File: config.mk
export PLATFORM = sky130hd
export DESIGN_NAME = tlb_muldiv
export DESIGN_NICKNAME = d
export VERILOG_FILES = /design/src/design/tlb_pkg.sv /design/src/design/tlb_muldiv.sv
export SDC_FILE = /design/constraint.sdc
export NUM_CORES = 2
export LEC_CHECK = 0
export ABC_CLOCK_PERIOD_IN_PS = 26900
export BUFFER_PORTS_ARGS = -buffer_cell sky130_fd_sc_hd__buf_2
export CAP_MARGIN = 10
export CELL_PAD_IN_SITES_DETAIL_PLACEMENT = 1
export CELL_PAD_IN_SITES_GLOBAL_PLACEMENT = 2
export CORE_ASPECT_RATIO = 1.75
export CORE_MARGIN = 2
export CORE_UTILIZATION = 46
export DETAILED_ROUTE_END_ITERATION = 8
export PLACE_DENSITY_LB_ADDON = 0.15
export SLEW_MARGIN = 0
export SYNTH_ARGS = -nofsm -noshare
export SYNTH_HDL_FRONTEND = slang
export SYNTH_SLANG_ARGS = --single-unit
File: constraint.sdc
create_clock -name clock -period 26.9 [get_ports clock]
set_clock_uncertainty 0.1 [all_clocks]
set_input_delay 5.38 -clock clock [delete_from_list [all_inputs] [get_ports clock]]
set_output_delay 5.38 -clock clock [all_outputs]
set_load 0.01 [all_outputs]
File: src/design/tlb_pkg.sv
package tlb_pkg;

   // Table geometry
   localparam int KNOTS   = 256;
   localparam int KNOT_AW = $clog2(KNOTS);
   localparam int KNOT_CW = KNOT_AW + 1;

   // Divider geometry: 64-bit dividend, one quotient bit per cycle
   localparam int PROD_W    = 64;
   localparam int DIV_CW    = $clog2(PROD_W);
   localparam int QUO_LIMIT = 40;

   // Request modes
   localparam logic [1:0] MODE_LOAD  = 2'd0;
   localparam logic [1:0] MODE_QUERY = 2'd1;
   localparam logic [1:0] MODE_BLEND = 2'd2;

   // Configuration register indexes
   localparam int         CSR_AW       = 1;
   localparam logic [CSR_AW-1:0] CSR_TIME_OLD = 1'd0;
   localparam logic [CSR_AW-1:0] CSR_TIME_NEW = 1'd1;

   // One table entry
   typedef struct packed {
      logic signed [31:0] pos;
      logic signed [31:0] val;
   } knot_type;

   // Operands of base + a*b/d
   typedef struct packed {
      logic signed [31:0] base;
      logic signed [32:0] a;
      logic signed [32:0] b;
      logic signed [32:0] d;
   } md_op_type;

   typedef struct packed {
      logic busy;
      logic done;
   } md_status_type;

   typedef enum logic [2:0] {
      ST_IDLE,
      ST_SCAN,
      ST_LAUNCH,
      ST_CALC,
      ST_OUT
   } state_type;

   typedef enum logic [2:0] {
      MD_IDLE,
      MD_MAG,
      MD_MUL,
      MD_DIV,
      MD_FIN
   } md_state_type;

endpackage

File: src/design/tlb_muldiv.sv
module tlb_muldiv (
   input  logic                  clock,
   input  logic                  reset,
   input  logic                  start,
   input  tlb_pkg::md_op_type    op,
   output tlb_pkg::md_status_type status,
   output logic signed [31:0]    result
);
   import tlb_pkg::*;

   localparam logic signed [41:0] SUM_MAX = 42'sd2147483647;
   localparam logic signed [41:0] SUM_MIN = -42'sd2147483648;

   md_state_type       state_ff, state_in;
   md_op_type          op_ff, op_in;
   logic               neg_ff, neg_in;
   logic [31:0]        ua_ff, ua_in;
   logic [31:0]        ub_ff, ub_in;
   logic [31:0]        ud_ff, ud_in;
   logic [PROD_W-1:0]  prod_ff, prod_in;
   logic [PROD_W-1:0]  quo_ff, quo_in;
   logic [31:0]        rem_ff, rem_in;
   logic [DIV_CW-1:0]  cnt_ff, cnt_in;
   logic signed [31:0] result_ff, result_in;
   logic               done_ff, done_in;

   logic signed [32:0] neg_a, neg_b, neg_d;
   logic [32:0]        r2, rdiff;
   logic               ge;
   logic               over;
   logic signed [41:0] smag, sq, sum;

   // Next state
   always_comb begin
      state_in = state_ff;
      case (state_ff)
         MD_IDLE: if (start) state_in = MD_MAG;
         MD_MAG:  state_in = MD_MUL;
         MD_MUL:  state_in = MD_DIV;
         MD_DIV:  if (cnt_ff == '0) state_in = MD_FIN;
         MD_FIN:  state_in = MD_IDLE;
         default: state_in = MD_IDLE;
      endcase
   end

   // Restoring division step
   always_comb begin
      r2    = {rem_ff, prod_ff[PROD_W-1]};
      ge    = r2 >= {1'b0, ud_ff};
      rdiff = r2 - {1'b0, ud_ff};
   end

   // Quotient limit, sign and saturating add
   always_comb begin
      over = |quo_ff[PROD_W-1:QUO_LIMIT];
      smag = $signed({2'b00, quo_ff[QUO_LIMIT-1:0]});
      sq   = neg_ff ? -smag : smag;
      sum  = 42'(op_ff.base) + sq;
   end

   always_comb begin
      neg_a = -op_ff.a;
      neg_b = -op_ff.b;
      neg_d = -op_ff.d;
   end

   // Datapath
   always_comb begin
      op_in     = op_ff;
      neg_in    = neg_ff;
      ua_in     = ua_ff;
      ub_in     = ub_ff;
      ud_in     = ud_ff;
      prod_in   = prod_ff;
      quo_in    = quo_ff;
      rem_in    = rem_ff;
      cnt_in    = cnt_ff;
      result_in = result_ff;
      done_in   = 1'b0;
      case (state_ff)
         MD_IDLE: begin
            if (start) op_in = op;
         end
         MD_MAG: begin
            neg_in = (op_ff.a[32] ^ op_ff.b[32]) ^ op_ff.d[32];
            ua_in  = op_ff.a[32] ? neg_a[31:0] : op_ff.a[31:0];
            ub_in  = op_ff.b[32] ? neg_b[31:0] : op_ff.b[31:0];
            ud_in  = op_ff.d[32] ? neg_d[31:0] : op_ff.d[31:0];
         end
         MD_MUL: begin
            prod_in = ua_ff * ub_ff;
            quo_in  = '0;
            rem_in  = '0;
            cnt_in  = DIV_CW'(PROD_W - 1);
         end
         MD_DIV: begin
            prod_in = {prod_ff[PROD_W-2:0], 1'b0};
            quo_in  = {quo_ff[PROD_W-2:0], ge};
            rem_in  = ge ? rdiff[31:0] : r2[31:0];
            cnt_in  = cnt_ff - 1'b1;
         end
         MD_FIN: begin
            done_in = 1'b1;
            if (over) begin
               result_in = neg_ff ? 32'sh80000000 : 32'sh7FFFFFFF;
            end else if (sum > SUM_MAX) begin
               result_in = 32'sh7FFFFFFF;
            end else if (sum < SUM_MIN) begin
               result_in = 32'sh80000000;
            end else begin
               result_in = sum[31:0];
            end
         end
         default: ;
      endcase
   end

   always_ff @(posedge clock) begin
      if (reset) begin
         state_ff <= MD_IDLE;
         done_ff  <= 1'b0;
      end else begin
         state_ff <= state_in;
         done_ff  <= done_in;
      end
      op_ff     <= op_in;
      neg_ff    <= neg_in;
      ua_ff     <= ua_in;
      ub_ff     <= ub_in;
      ud_ff     <= ud_in;
      prod_ff   <= prod_in;
      quo_ff    <= quo_in;
      rem_ff    <= rem_in;
      cnt_ff    <= cnt_in;
      result_ff <= result_in;
   end

   assign status.busy = (state_ff != MD_IDLE);
   assign status.done = done_ff;
   assign result      = result_ff;

endmodule

Word-level counts from Yosys, hierarchy flattened --
Cells that the tools add are included. Widths: inputs -> output; s select.
Storage, ports and cells: register bits 430, word-level logic and storage cells 58, bits of input ports 134
Operators by class: magnitude comparators 3, add/sub/neg operators 7, reduce and logical (&&, ||, !) cells 7, muxes and demuxes 17, equal/unequal tests 6, $mul 1, bitwise operators 2
Operators with widths (number):
- $mux 32 | 8
- $pmux 64 s2 | 2
- $neg 32->32 | 3
- $mul 32x32->64 | 1
- $pmux 32 s2 | 1
- $add 32x42->42 | 1
- $gt 42x32->1 const B | 1
- $lt 42x32->1 const B | 1
- $mux 42 | 1
- $neg 40->42 | 1
- $ge 33x32->1 | 1
- $sub 32x32->32 | 1
- $reduce_or 24->1 | 1
- $pmux 3 s4 | 1
- $pmux 6 s2 | 1
- $eq 3x2->1 const B | 2
- $logic_not 6->1 | 1
- $mux 3 | 2
- $sub 6x1->6 const B | 1
- $ne 2x2->1 const B | 2
- $reduce_and 2->1 | 2
- $eq 3x1->1 const B | 1
- $eq 3x3->1 const B | 1
- $logic_not 3->1 | 1
- other kinds (4) | 5

Logic depth before layout (Yosys ltp) --
word-level depth 7, depth in mapped cells 29, gate-level depth less buffers 27

Worst setup path after synthesis --
No wires, ideal clock.
path type input-to-reg, start point in start, end point reg op_ff[0] (netlist bit) (enable), stages on the path 2, slack 15.363 ns, setup time 0.623 ns, required time 26.177 ns, arrival 10.814 ns, buffers on the path 0, cells stage by stage inv_1 nor2_1
Between the ends: word-level cells in the longest chain between the ends 1
RTL lines:
- start: declaration | line tlb_muldiv.sv:4 | input logic start,
- $reduce_and 2->1 (no line)
- end signal: assignment | line tlb_muldiv.sv:126 | op_ff <= op_in;
- end: declaration | line tlb_muldiv.sv:15 | md_op_type op_ff, op_in;
Every way passes these cells. A chain may end at the register's enable or synchronous reset.

Worst setup path after layout --
start point reg ub_ff[3], end point reg prod_ff[54] (data pin)
Between the ends: word-level cells in the longest chain between the ends 2
RTL lines:
- start: declaration | line tlb_muldiv.sv:18 | logic [31:0] ub_ff, ub_in;
- start signal: assignment | line tlb_muldiv.sv:129 | ub_ff <= ub_in;
- $mul 32x32->64 | line tlb_muldiv.sv:91 | prod_in = ua_ff * ub_ff;
- $pmux 64 s2 | line tlb_muldiv.sv:80 | case (state_ff)
- named net prod_in[54] | line tlb_muldiv.sv:20 | logic [PROD_W-1:0] prod_ff, prod_in;
- end signal: assignment | line tlb_muldiv.sv:131 | prod_ff <= prod_in;
- end: declaration | line tlb_muldiv.sv:20
The timed path passes the listed nets, and every way through them passes these cells.

==> flow_metrics.py <==
metrics = {
    "job": {
        "cap_viol_max_count": 0,
    },
    "timing": {
        "slew_viol_final": 0,
        "finalHoldViolations": 0,
        "fmax_ghz": 0.107,
        "finalSetupTns_ns": 0,
        "setup_viol": 0,
        "worst_pin_slew_ns": 1.27,
        "slew_headroom_pct": 15.5,
        "period_minus_slack_ns": 9.32,
        "rsz0062_at_grt": "no",
        "fin_crit_sh_pct": 34.7,
    },
    "drt": {
        "via_per_inst": 5.54,
        "vias": 39000,
        "wl_per_cell_um": 23.8,
        "drt-initial-drc-count": 1612,
        "drt-total-wl_um": 167000,
        "first_pass_iters": 5,
        "ant_nets": 0,
        "drc_errors": 0,
    },
    "clock_network": {
        "clockBufferDepth": 3,
        "cts_htree_levels": 2,
        "post_cts_buffers": 0,
        "ctsRootBufferMaster": "clkbuf_16",
        "insertion_delay_ns": 0.66,
        "cts_tree": "yes",
        "ctsHoldBuffers": 0,
        "clock-sinks": 430,
        "numCtsBuffers": 46,
        "path_clk_slew_ns": 0.07,
        "cts_resized": 0,
    },
    "yosys": {
        "postSynth.asyncResetShare_pct": 0,
        "yosysMostFrequentCell": "inv_1",
        "ys_warn_count": 0,
        "ys_types": 86,
        "netlist_instances": 5455,
        "synth_area_leader_cell": "fa_1",
        "synth_seq_area_share_pct": 23.5,
        "synth.cell_area_sq_um": 54800,
        "ys_ff_latch": 430,
        "avgSynthCellArea_sq_um": 10.0,
        "synthTopCellsByCount": "inv_1, fa_1, and2_1, nand2_1, edfxtp_1",
        "synth.area.top_cells": "fa_1, edfxtp_1, ha_1, and2_1, inv_1",
        "synthesis.nets": 6829,
        "synth_flop_cell": "edfxtp_1",
        "synth_top_area_share_pct": 32.8,
        "synth-edff-count": 426,
    },
    "floorplan": {
        "rows": 167,
        "ios": 168,
        "core_area_sq_um": 118000,
        "die_w_um": 265,
        "die-area_sq_um": 122000,
        "initial_core_util_pct": 46.3,
        "dieHeight_um": 460,
    },
    "critical_path": {
        "cp_data_required_time_ns": 27.21,
        "crit_path_end_kind": "register",
        "setup.worst_path.start_class": "register",
        "crit_fanout": 32,
        "arrival_ns": 9.63,
        "crit_type": "register to register",
    },
    "global_route": {
        "grt_overflow": 0,
        "use_met1_pct": 27.4,
        "grtUsageMet2_pct": 56.0,
        "grt_pass1_vias": 44600,
        "grt_use_total_pct": 28.2,
        "grt-busiest-layer": "met2",
        "grt_use_met3_pct": 2.24,
        "antenna_found_initial": 2,
        "grt_pass1_wl_um": 259000,
        "grt_max_degree": 167,
    },
    "cells_and_area": {
        "drive_above_1_share_pct": 7.06,
        "nNetsFinal": 6849,
        "syn_to_final_growth_pct": 7.26,
        "n_fill_cell": 13200,
    },
    "placed_design": {
        "place_congestion": 0.900,
        "portBuffers": 167,
        "hpwlAfterDp_um": 132000,
    },
    "worst_hold_path": {
        "hold_class": "register to register",
    },
    "run_status": {
        "status": "completed",
    },
}
-- stage by stage --
stage	setup slack [ns]	instance area, sq um	utilization, %	hold WS, ns	cells
after floorplan	15.36	54800	-	0.353	5455
after CTS	17.58	58700	49.7	0.391	7031
after global routing	17.08	58700	49.7	0.423	7032
after global placement	17.65	57100	48.3	0.380	6948
final	17.58	58700	49.7	0.387	7032
after detailed placement	17.61	57100	48.3	0.375	6948
-- critical path: stages (launching register included) --
cell	delay, ns
edfxtp_1	1.20
and2_1	0.27
fa_1	0.44
inv_1	0.09
fa_1	0.42
fa_1	0.48
fa_1	0.54
inv_1	0.05
fa_1	0.53
inv_1	0.07
fa_1	0.53
inv_1	0.06
fa_1	0.39
fa_1	0.48
ha_1	0.38
a21oi_1	0.31
nor2_1	0.07
a211o_1	0.28
a221oi_1	0.24
nor2b_1	0.37
o31ai_2	0.19
a31oi_1	0.61
o31ai_1	0.25
a31oi_1	0.38
a22oi_1	0.15
a22o_1	0.20
-- sequential cells by signal, summed over array words and instances (netlist names) --
signal,count
rem_ff,32
result,32
state_ff,3
neg_ff,1
done_ff,1
op_ff,131
quo_ff,64
ua_ff,32
prod_ff,64
ub_ff,32
ud_ff,32
cnt_ff,6
-- placed cells by master (no fill, tap or decap), drive strengths merged, types with 15 or more instances in the layout --
master    n
xnor2   187
o41ai    19
xor2     54
a211oi   18
fa      898
or4      22
nor2b    21
and2    662
or3      27
ha      342
nor3     25
o21ai   168
a21o     90
clkbuf   50
a21oi   192
or2      16
nor4     21
nand2   641
nand4    28
edfxtp  426
and3     23
nor2    120
a31oi    25
nand2b   23
o31ai    43
o21bai   15
nand3    42
o21a     17
inv     925
buf     247
-- worst paths after layout --
path,startpoint,endpoint,slack (ns),depth (start not counted)
worst max register to register,ub_ff[3],prod_ff[54],17.58,25
worst min register to register,op_ff[0],ud_ff[0],0.39,0
worst min-delay path,op_ff[0],ud_ff[0],0.39,0
worst max-delay path,ub_ff[3],prod_ff[54],17.58,25
-- cell type report --
type	count	area (sq um)	area share [%]
multi-input combinational	3830	37400	63.7
sequential	430	12900	21.9
inverter	920	3450	5.88
tap	1521	1900	3.24
timing repair buffer	247	1460	2.49
clock buffer	50	1170	1.99
clock inverter	33	475	0.809
antenna	1	2.50	0.00426
-- metal layers --
layer	share of wire (%)	routed length, um	vias to the layer above
met5	0	0	-
met4	7.9	13200	0
met3	2.2	3700	434
met2	57	96100	724
met1	33	54500	20500
li1	-	-	17300
-- cell families (layout without fill, tap and decap cells) --
group / Yosys count / count (layout) / share of synthesized area [%]
adders and majority gates: 1240 / 1240 / 40.6
muxes: 5 / 5 / 0.0937
other: 0 / 1 / 0
and+or+nand+nor: 1689 / 1689 / 15.9
xor gates and xnor gates: 241 / 241 / 3.91
AOI/OAI and AO/OA: 655 / 655 / 7.71
DFF: 430 / 430 / 23.5
buffers and inverters: 1195 / 1250 / 8.27
Power is not shown: default switching activity piles up to over one toggle a cycle in this logic, so the estimate is an artifact.
